## config.mk

```make
export PLATFORM = sky130hd
export DESIGN_NAME = image_range_window_level
export DESIGN_NICKNAME = d
export VERILOG_FILES = /design/src/hw/rtl/irwl_pkg.sv /design/src/hw/rtl/irwl_lane.sv /design/src/hw/rtl/irwl_range_acc.sv /design/src/hw/rtl/irwl_wl_calc.sv /design/src/hw/rtl/image_range_window_level.sv
export SDC_FILE = /design/constraint.sdc
export NUM_CORES = 2
export LEC_CHECK = 0
export ABC_AREA = 0
export BUFFER_PORTS_ARGS = -buffer_cell sky130_fd_sc_hd__buf_4
export CAP_MARGIN = 20
export CORE_MARGIN = 4
export CORE_UTILIZATION = 40
export DETAILED_ROUTE_END_ITERATION = 8
export PLACE_DENSITY = 0.69
export SLEW_MARGIN = 20
export SYNTH_ARGS = -nofsm -noshare
export SYNTH_HDL_FRONTEND = slang
export SYNTH_SLANG_ARGS = --single-unit
```

## constraint.sdc

```tcl
create_clock -name clk -period 7.7 [get_ports clk]
set_input_delay 0.385 -clock clk [delete_from_list [all_inputs] [get_ports clk]]
set_output_delay 0.385 -clock clk [all_outputs]
set_load 0.02 [all_outputs]
```

## src/hw/rtl/irwl_pkg.sv

```systemverilog
// Shared types, widths and constants for the image range window/level block.
// No dependencies; every other file of the block imports this package.
`default_nettype none

package irwl_pkg;

	localparam int CHAN_W         = 16;
	localparam int NORM_FRAC_BITS = 16;
	localparam int NORM_W         = NORM_FRAC_BITS + 1;
	localparam int PROD_W         = CHAN_W + NORM_W;
	localparam int NUM_LANES      = 3;
	localparam int CFG_IDX_W      = 2;
	localparam int IN_DATA_W      = ((NUM_LANES * CHAN_W + 7) / 8) * 8;
	localparam int OUT_DATA_W     = ((6 * CHAN_W + 7) / 8) * 8;

	localparam logic [NORM_W-1:0] NORM_ONE   = NORM_W'(1) << NORM_FRAC_BITS;
	localparam logic [NORM_W-1:0] NORM_LOW   = NORM_W'((64'd1 << NORM_FRAC_BITS) / 64'd100);
	localparam logic [NORM_W-1:0] NORM_HALF  = NORM_W'(1) << (NORM_FRAC_BITS - 1);
	localparam logic [CHAN_W-1:0] CHAN_MAX   = '1;

	typedef logic [CHAN_W-1:0] chan_t;
	typedef logic [NORM_W-1:0] norm_t;

	typedef enum logic [CFG_IDX_W-1:0] {
		REG_WINDOW_NORM = 2'd0,
		REG_LEVEL_NORM  = 2'd1
	} cfg_reg_t;

	typedef struct packed {
		chan_t lo;
		chan_t hi;
	} range_t;

	typedef struct packed {
		logic   valid;
		range_t rng;
	} range_push_t;

	typedef struct packed {
		chan_t range_min;
		chan_t range_max;
		chan_t level_value;
		chan_t window_value;
		chan_t display_low;
		chan_t display_high;
	} result_t;

	function automatic norm_t clamp_norm(input norm_t v);
		norm_t r;
		if (v < NORM_LOW) begin
			r = NORM_LOW;
		end else if (v > NORM_ONE) begin
			r = NORM_ONE;
		end else begin
			r = v;
		end
		return r;
	endfunction

endpackage

`default_nettype wire

```

## src/hw/rtl/irwl_lane.sv

```systemverilog
// One channel lane: folds a single sample into the running range.
// Depends on irwl_pkg.
`default_nettype none

module irwl_lane import irwl_pkg::*; (
	input  chan_t  sample,
	input  range_t run,
	output range_t cand
);

	always_comb begin
		cand.lo = (sample < run.lo) ? sample : run.lo;
		cand.hi = (sample > run.hi) ? sample : run.hi;
	end

endmodule

`default_nettype wire

```

## src/hw/rtl/irwl_range_acc.sv

```systemverilog
// Running min/max over all channels: three lanes and a merging stage.
// Depends on irwl_pkg and irwl_lane.
`default_nettype none

module irwl_range_acc import irwl_pkg::*; (
	input  logic                          clk,
	input  logic                          arst_n,
	input  logic                          fire,
	input  logic                          last,
	input  logic [NUM_LANES*CHAN_W-1:0]   samples,
	output range_push_t                   push
);

	range_t run_q;
	range_t cand [NUM_LANES];
	range_t merged;

	for (genvar g = 0; g < NUM_LANES; g++) begin : g_lane
		irwl_lane u_lane (
			.sample (samples[g*CHAN_W +: CHAN_W]),
			.run    (run_q),
			.cand   (cand[g])
		);
	end

	always_comb begin
		merged = cand[0];
		for (int i = 1; i < NUM_LANES; i++) begin
			if (cand[i].lo < merged.lo) begin
				merged.lo = cand[i].lo;
			end
			if (cand[i].hi > merged.hi) begin
				merged.hi = cand[i].hi;
			end
		end
	end

	assign push.valid = fire && last;
	assign push.rng   = merged;

	// restart the range after the last pixel of an image
	always_ff @(posedge clk or negedge arst_n) begin
		if (!arst_n) begin
			run_q.lo <= CHAN_MAX;
			run_q.hi <= '0;
		end else if (fire) begin
			if (last) begin
				run_q.lo <= CHAN_MAX;
				run_q.hi <= '0;
			end else begin
				run_q <= merged;
			end
		end
	end

endmodule

`default_nettype wire

```

## src/hw/rtl/irwl_wl_calc.sv

```systemverilog
// Window/level pipeline: span, scaling products, clamps, display bounds.
// Depends on irwl_pkg.
`default_nettype none

module irwl_wl_calc import irwl_pkg::*; (
	input  logic        clk,
	input  logic        arst_n,
	input  range_push_t push,
	output logic        push_ready,
	input  norm_t       window_norm,
	input  norm_t       level_norm,
	output logic        res_valid,
	input  logic        res_ready,
	output result_t     res
);

	logic   v_s1, v_s2, v_s3, v_s4, vo_q;
	logic   rdy1, rdy2, rdy3, rdy4, rdyo;
	range_t rng_s1, rng_s2, rng_s3, rng_s4;
	chan_t  span_s2;
	chan_t  loff_s3, wraw_s3;
	chan_t  level_s4, window_s4;
	result_t res_q;

	logic [PROD_W-1:0] prod_l, prod_w;
	logic [CHAN_W:0]   level_sum, high_sum;
	chan_t             level_c, window_c, half, diff, dlow_c, dhigh_c;

	assign rdyo       = !vo_q || res_ready;
	assign rdy4       = !v_s4 || rdyo;
	assign rdy3       = !v_s3 || rdy4;
	assign rdy2       = !v_s2 || rdy3;
	assign rdy1       = !v_s1 || rdy2;
	assign push_ready = rdy1;

	always_comb begin
		prod_l    = PROD_W'(span_s2) * PROD_W'(level_norm);
		prod_w    = PROD_W'(span_s2) * PROD_W'(window_norm);

		level_sum = {1'b0, rng_s3.lo} + {1'b0, loff_s3};
		level_c   = (level_sum > {1'b0, rng_s3.hi}) ? rng_s3.hi : level_sum[CHAN_W-1:0];
		if (wraw_s3 < rng_s3.lo) begin
			window_c = rng_s3.lo;
		end else if (wraw_s3 > rng_s3.hi) begin
			window_c = rng_s3.hi;
		end else begin
			window_c = wraw_s3;
		end

		half     = window_s4 >> 1;
		diff     = level_s4 - rng_s4.lo;
		dlow_c   = (half > diff) ? rng_s4.lo : (level_s4 - half);
		high_sum = {1'b0, level_s4} + {1'b0, half};
		dhigh_c  = (high_sum > {1'b0, rng_s4.hi}) ? rng_s4.hi : high_sum[CHAN_W-1:0];
	end

	always_ff @(posedge clk or negedge arst_n) begin
		if (!arst_n) begin
			v_s1 <= 1'b0;
			v_s2 <= 1'b0;
			v_s3 <= 1'b0;
			v_s4 <= 1'b0;
			vo_q <= 1'b0;
		end else begin
			if (rdy1) begin
				v_s1 <= push.valid;
			end
			if (rdy2) begin
				v_s2 <= v_s1;
			end
			if (rdy3) begin
				v_s3 <= v_s2;
			end
			if (rdy4) begin
				v_s4 <= v_s3;
			end
			if (rdyo) begin
				vo_q <= v_s4;
			end
		end
	end

	always_ff @(posedge clk) begin
		if (rdy1 && push.valid) begin
			rng_s1 <= push.rng;
		end
		if (rdy2 && v_s1) begin
			rng_s2  <= rng_s1;
			span_s2 <= rng_s1.hi - rng_s1.lo;
		end
		if (rdy3 && v_s2) begin
			rng_s3  <= rng_s2;
			loff_s3 <= prod_l[NORM_FRAC_BITS +: CHAN_W];
			wraw_s3 <= prod_w[NORM_FRAC_BITS +: CHAN_W];
		end
		if (rdy4 && v_s3) begin
			rng_s4    <= rng_s3;
			level_s4  <= level_c;
			window_s4 <= window_c;
		end
		if (rdyo && v_s4) begin
			res_q.range_min    <= rng_s4.lo;
			res_q.range_max    <= rng_s4.hi;
			res_q.level_value  <= level_s4;
			res_q.window_value <= window_s4;
			res_q.display_low  <= dlow_c;
			res_q.display_high <= dhigh_c;
		end
	end

	assign res_valid = vo_q;
	assign res       = res_q;

endmodule

`default_nettype wire

```

## src/hw/rtl/image_range_window_level.sv

```systemverilog
// Top level of the image range window/level block.
// Depends on irwl_pkg, irwl_range_acc and irwl_wl_calc.
//
// Takes one pixel per clock while ready is high (three 16-bit samples, tlast on
// the final pixel of an image) and keeps the min and max over all samples in one
// register pair updated by three compare lanes. On the last pixel the range
// enters a five-register pipeline (span, two 16x17 products, clamps, display
// bounds), and one result item leaves m_axis from its last register. Input ready
// drops only when that pipeline is full and the output is stalled. Window and
// level are unsigned Q1.16 fractions, clamped to 0.01..1.0 when written, and must
// be written only while no image result is in flight; the block does not check.
`default_nettype none

module image_range_window_level import irwl_pkg::*; (
	input  logic                   clk,
	input  logic                   arst_n,
	input  logic                   s_axis_tvalid,
	output logic                   s_axis_tready,
	input  logic [IN_DATA_W-1:0]   s_axis_tdata,   // chan_red, chan_green, chan_blue
	input  logic                   s_axis_tlast,
	output logic                   m_axis_tvalid,
	input  logic                   m_axis_tready,
	// range_min, range_max, level_value, window_value, display_low, display_high
	output logic [OUT_DATA_W-1:0]  m_axis_tdata,
	input  logic                   cfg_valid,
	output logic                   cfg_ready,
	input  logic [CFG_IDX_W-1:0]   cfg_index,
	input  logic [NORM_W-1:0]      cfg_data
);

	norm_t       window_norm_q, level_norm_q;
	range_push_t push;
	logic        push_ready;
	logic        in_fire;
	result_t     res;

	assign cfg_ready     = 1'b1;
	assign s_axis_tready = push_ready;
	assign in_fire       = s_axis_tvalid && s_axis_tready;

	always_ff @(posedge clk or negedge arst_n) begin
		if (!arst_n) begin
			window_norm_q <= NORM_ONE;
			level_norm_q  <= NORM_HALF;
		end else if (cfg_valid && cfg_ready) begin
			case (cfg_index)
				REG_WINDOW_NORM: window_norm_q <= clamp_norm(cfg_data);
				REG_LEVEL_NORM:  level_norm_q  <= clamp_norm(cfg_data);
				default: ;
			endcase
		end
	end

	irwl_range_acc u_acc (
		.clk     (clk),
		.arst_n  (arst_n),
		.fire    (in_fire),
		.last    (s_axis_tlast),
		.samples (s_axis_tdata[NUM_LANES*CHAN_W-1:0]),
		.push    (push)
	);

	irwl_wl_calc u_calc (
		.clk         (clk),
		.arst_n      (arst_n),
		.push        (push),
		.push_ready  (push_ready),
		.window_norm (window_norm_q),
		.level_norm  (level_norm_q),
		.res_valid   (m_axis_tvalid),
		.res_ready   (m_axis_tready),
		.res         (res)
	);

	assign m_axis_tdata = {res.display_high, res.display_low, res.window_value,
	                       res.level_value, res.range_max, res.range_min};

`ifndef NO_ASSERTIONS
	a_range_order: assert property (@(posedge clk) disable iff (!arst_n)
		m_axis_tvalid |-> res.range_min <= res.range_max)
		else $error("result range min above max");

	a_level_in_display: assert property (@(posedge clk) disable iff (!arst_n)
		m_axis_tvalid |-> (res.display_low <= res.level_value &&
		                   res.level_value <= res.display_high))
		else $error("level outside display bounds");

	a_display_in_range: assert property (@(posedge clk) disable iff (!arst_n)
		m_axis_tvalid |-> (res.range_min <= res.display_low &&
		                   res.display_high <= res.range_max))
		else $error("display bounds outside image range");
`endif

endmodule

`default_nettype wire

```

### After elaboration in Yosys (flattened, before gate mapping)

Index checks and enable logic that the tools add are counted.

* flip-flop bits (word level): 375
* input port bits: 73
* output and inout bits: 99
* logic and storage cells: 91

* $add $sub $neg: 5
* $mul: 2
* magnitude comparators: 17
* equality and inequality tests: 1
* multiplexer cells: 18
* reduce and logical (&&, ||, !) cells: 20

Operator list (count)
* 16-bit two-way mux: 15
* 16-bit > comparator: 6
* 16-bit less-than comparator: 6
* 16-bit by 17-bit multiplier with 32-bit output: 2
* 17-bit by 16-bit > comparator with 1-bit output: 2
* 17-bit two-way mux: 2
* 32-bit two-way mux: 1
* 16-bit subtractor: 2
* 16-bit by 15-bit adder with 17-bit output: 1
* 16-bit by 16-bit adder with 17-bit output: 1
* 17-bit > comparator, second input constant: 1
* 17-bit by 10-bit less-than comparator with 1-bit output, second input constant: 1
* 15-bit by 16-bit > comparator with 1-bit output: 1
* 16-bit by 15-bit subtractor with 16-bit output: 1
* 1-bit logical AND: 7
* 1-bit zero test: 5
* 1-bit logical OR: 5
* 2-bit AND reduction: 2
* 2-bit by 1-bit == test with 1-bit output, second input constant: 1
* 2-bit zero test: 1

### Longest topological paths before layout

* word-level depth: 9
* mapped depth: 33
* depth with buffers taken out: 29

### By module

From an unflattened synthesis, not the netlist that was laid out.

* cells, all modules: 4262
* area total of the unflattened synthesis: 42391.9 sq um

Modules (own cells, without submodules)
* irwl_wl_calc: instances 1, cells each 3048, area each 32162.1 sq um, seq. area each 9253.9 sq um
* irwl_lane: instances 3, cells each 211, area each 1541.5 sq um, seq. area each 0.0 sq um
* irwl_range_acc: instances 1, cells each 467, area each 4187.8 sq um, seq. area each 820.8 sq um
* image_range_window_level: instances 1, cells each 114, area each 1417.6 sq um, seq. area each 853.3 sq um

### Worst setup path before layout

Ideal clock, no wire load.

* kind: flip-flop to flip-flop
* start: register u_acc.run_q[4] (netlist bit)
* end: register u_acc.run_q[10] (netlist bit)
* library setup time: 82 ps
* arrival time: 7058 ps
* data required time: 7618 ps
* slack: 560 ps
* cell stages (with the launch flop): 33
* buffers on the path: 5
* clock period less this slack: 7140 ps
* path through: dfrtp_1 -> inv_1 -> ha_1 -> a2111oi_0 -> a21oi_1 -> o21ai_0 -> and2_1 -> buf_2 -> buf_1 -> mux2_2 -> ha_1 -> a21o_1 -> a21o_1 -> a211oi_1 -> o21bai_1 -> a21o_1 -> a211oi_1 -> a311o_1 -> clkbuf_1 -> or3_1 -> o21ai_0 -> ha_1 -> a21o_1 -> a21o_1 -> a21o_1 -> a21oi_1 -> nor2_1 -> a2111oi_0 -> a21o_1 -> clkbuf_1 -> buf_1 -> o211ai_1 -> a31oi_1

* word-level cells in the longest chain between the ends: 7
* elaborated cells on any way between the ends: 11
* those cells by class: 5 x order compare; 6 x mux

Ends and longest elaborated chain
* start, declared: line irwl_range_acc.sv:14 `range_t run_q;`
* start signal, assigned: line irwl_range_acc.sv:51 `run_q <= merged;`
* 16-bit > comparator: line irwl_lane.sv:13 `cand.hi = (sample > run.hi) ? sample : run.hi;`
* 16-bit two-way mux: line irwl_lane.sv:13
* 16-bit > comparator: line irwl_range_acc.sv:32 `if (cand[i].hi > merged.hi) begin`
* 16-bit two-way mux: line irwl_range_acc.sv:32
* 16-bit > comparator: line irwl_range_acc.sv:32
* 16-bit two-way mux (*): line irwl_range_acc.sv:32
* 32-bit two-way mux (*): line irwl_range_acc.sv:47 `if (last) begin`

Every way passes the cells marked *; elsewhere a longest branch is shown, timed or not.
A chain may end at the register's enable or synchronous reset.

### Worst setup path in the final report

* start: register level_norm_q[8]
* end: register u_calc.loff_s3[15], data pin

* word-level cells in the longest chain between the ends: 1

Ends and longest elaborated chain
* start, declared: line image_range_window_level.sv:31 `norm_t window_norm_q, level_norm_q;`
* start signal, assigned: line image_range_window_level.sv:48 `REG_LEVEL_NORM: level_norm_q <= clamp_norm(cfg_data);`
* 16-bit by 17-bit multiplier with 32-bit output: line irwl_wl_calc.sv:37 `prod_l = PROD_W'(span_s2) * PROD_W'(level_norm);`
* via u_calc.prod_l[31]: line irwl_wl_calc.sv:25 `logic [PROD_W-1:0] prod_l, prod_w;`
* end signal, assigned: line irwl_wl_calc.sv:93 `loff_s3 <= prod_l[NORM_FRAC_BITS +: CHAN_W];`
* end, declared: line irwl_wl_calc.sv:21 `chan_t loff_s3, wraw_s3;`

The timed path passes the listed nets, and every way through them passes these cells.

==> results by group <==
Status
  – Outcome: finished, final reports clean

Finish
  – # diodes: 0
  – Fillcell total: 9,370
  – Share of cells above drive strength 1: 0.1105
  – P&R area growth vs syn: 11.08%
  – Final-stage net count: 5,225
  – Most frequent cells in the layout: inv_1, nand2_1, ha_1, fa_1, edfxtp_1
  – Layout Utilization: 0.4481
  – Commonest non-fill, non-tap cell in the layout: inv_1

Global route
  – Antenna violations before repair: 1
  – Total global routing overflow: 0
  – Largest net degree at the start of global routing: 65
  – Vias in the first global route: 30,480
  – Total Routing Usage GR: 0.2009
  – Global-route wire length before repair: 170,400 microns

Placed design
  – Gpl congestion: 0.9463
  – Port buffer count: 170
  – DP Wirelength: 86,680 microns
  – Post-Place Worst Slack: 0.3806 ns

Logic synthesis
  – Synth Flop Type: edfxtp_1
  – Async set-or-reset flop fraction in the synthesized netlist: 0.1893
  – Yosys cell types: 87
  – Share of the synthesized area in the top cell type: 0.2260
  – Synth Instances: 4,069
  – Post-synth EDFFs: 304
  – Post-Syn Area: 0.04040 sq mm
  – Synthesized flop and latch total: 375
  – Syn nets: 5,063
  – Register area share after synthesis: 0.2705
  – Cell accounting for the most synthesized area: edfxtp_1
  – Top cells by area, synth: edfxtp_1, fa_1, ha_1
  – Avg Cell Area, Syn: 9.928 sq um
  – Synth warn: 0

STA
  – Clk_skew: 0.02335 ns
  – Tmin final: 7.320 ns
  – Max Transition Viols Final: 0
  – RSZ-0062 raised after global routing: no
  – Slew headroom: 0.3331
  – Fmax: 0.1366 GHz
  – Setup-failing EPs final: 0
  – Post-route setup TNS: 0 ns
  – Share of the clock period used by the worst path: 0.9507
  – Final Hold Fails: 0
  – Setup WS post-layout: 0.3796 ns
  – Slew @ Worst Pin: 0.9752 ns

Setup path
  – Worst Setup End Kind: flop
  – Critical Path Source Type: flop
  – Crit Path Max Fanout: 9
  – Arr. time, crit path: 7.63 ns
  – CP Class: reg2reg
  – Worst path required time: 8.01 ns
  – Worst r2r path cells: 24

Drt
  – DR WL/cell: 19.18 microns
  – DRC: 0
  – Routed vias/inst: 5.336
  – Initial DRT Pass Iterations: 6
  – Vias: 29,660
  – Routed Antenna Nets: 0
  – Final Routed Wirelength: 106,600 microns
  – Iter 0 DRT Violations: 2,074

Clock tree
  – TritonCTS clock tree: built
  – CTS Sinks: 375
  – Clk_lat worst skew: 0.58 ns
  – H-tree Lvls: 2
  – Clock root cell: clkbuf_16
  – Reg clk slew, reported paths: 0.07 ns
  – CTS buffer count: 42
  – Max Buffers Root-to-Sink: 3

Min path
  – Hold path depth: 3
  – Hold Path Class: in2reg

Die
  – Die area: 0.1061 sq mm
  – Rows: 116
  – Die width: 325.8 microns
  – I/O pin total: 172
  – Core Region: 0.1001 sq mm
  – Die height: 325.8 microns
  – Starting density of the core: 0.4034

Run
  – Maxcap violations: 0
## cell usage after synthesis, drive strengths merged (4+ instances only)
| cell | n |
|---|---|
| xnor2 | 67 |
| mux2 | 80 |
| o21bai | 18 |
| and3 | 13 |
| or2 | 4 |
| buf | 17 |
| clkbuf | 129 |
| fa | 417 |
| nand2 | 526 |
| a21oi | 162 |
| o31a | 17 |
| nor4 | 14 |
| a21boi | 4 |
| o21a | 31 |
| a221o | 4 |
| a21o | 60 |
| nor3 | 39 |
| a41oi | 4 |
| o21ai | 140 |
| a2111oi | 11 |
| o2111ai | 6 |
| xor2 | 26 |
| dfrtp | 53 |
| nand2b | 17 |
| mux2i | 94 |
| a211o | 5 |
| or3 | 23 |
| a311oi | 4 |
| o211ai | 25 |
| o31ai | 13 |
| dfstp | 18 |
| a31oi | 20 |
| nor2 | 144 |
| o211a | 4 |
| edfxtp | 304 |
| o41ai | 8 |
| a211oi | 19 |
| nor2b | 33 |
| nand4 | 45 |
| nand3 | 32 |
| ha | 504 |
| inv | 691 |
| and2 | 183 |
## through the flow
step / cells / area, sq um / hold WS (ns)
after floorplan: 4069 / 40400 / 0.08941
after global placement: 5474 / 43390 / 0.3461
after detailed placement: 5475 / 43400 / 0.3485
after CTS: 5550 / 44770 / 0.08152
after global routing: 5559 / 44870 / 0.1041
final: 5559 / 44870 / 0.1089
## logic make-up after synthesis
group / count (synthesis) / synth area share
buf+inv: 838 / 0.07917
xor+xnor: 93 / 0.02016
other cells: 1 / 0.00009283
fa+ha+maj: 921 / 0.3628
mux: 174 / 0.04559
simple gates: 1089 / 0.1273
compound gates: 578 / 0.09438
flops: 375 / 0.2705
## what timing repair did
| action | CTS | global route |
|---|---|---|
| hold buffers | 1 | 0 |
| resized for setup | 0 | 4 |
| endpoints found under the hold margin | 24 | 0 |
| setup endpoints to repair | 0 | 31 |
| buffers inserted | 0 | 7 |
## final timing paths
path / start / endpoint / slack, ns
max in group asynchronous: arst_n / u_acc.run_q[8] / 6.36
worst max-delay path: level_norm_q[8] / u_calc.loff_s3[15] / 0.38
min in group asynchronous: arst_n / window_norm_q[1] / 0.29
worst min-delay path: cfg_data[11] / window_norm_q[11] / 0.11
worst min register to register: u_calc.rng_s2[20] / u_calc.rng_s3[20] / 0.42
worst max register to register: level_norm_q[8] / u_calc.loff_s3[15] / 0.38
## flip-flops by register name (all words and copies together), names as in the netlist
register / flops
u_calc.v_s1: 1
u_calc.wraw_s3: 16
u_calc.rng_s4: 32
window_norm_q: 17
u_calc.rng_s1: 32
u_calc.rng_s3: 32
u_calc.res: 96
level_norm_q: 17
u_calc.level_s4: 16
u_calc.window_s4: 16
u_calc.v_s4: 1
u_calc.span_s2: 16
u_calc.v_s2: 1
u_acc.run_q: 32
u_calc.res_valid: 1
u_calc.loff_s3: 16
u_calc.v_s3: 1
u_calc.rng_s2: 32
## critical path, cell delays in order, from the launching register on
cell and delay, ns:
dfrtp_1 0.57, nand2_1 0.14, fa_1 0.51, inv_1 0.06, fa_1 0.54, inv_1 0.06
fa_1 0.48, fa_1 0.56, inv_1 0.05, fa_1 0.49, inv_1 0.05, fa_1 0.51
inv_1 0.05, ha_1 0.29, a2111oi_0 0.48, o21ai_0 0.20, o311ai_0 0.14, o21bai_1 0.29
o211a_1 0.33, o2111ai_1 0.24, a21oi_1 0.19, o41ai_1 0.35, buf_4 0.20, mux2i_1 0.19
nand4_1 0.09
## layer usage
layer | track usage | share of wire | vias to the layer above
li1 | - | - | 13820
met1 | 0.2807 | 0.45 | 14550
met2 | 0.3258 | 0.45 | 1101
met3 | 0.02927 | 0.070 | 195
met4 | 0.05807 | 0.031 | 0
met5 | 0 | 0 | -
## area by class of cell
cell class	instances	area [sq um]	area share
inverter	692	2597	0.05789
multi-input combinational	2856	26310	0.5864
clock inverter	23	265.3	0.005911
timing repair buffer	264	2049	0.04567
sequential	375	10930	0.2435
clock buffer	51	1095	0.02440
tap	1298	1624	0.03619
Power is left out: the tool's default activity adds up to more than one toggle a clock period on the data nets, which glitch-free logic cannot reach.
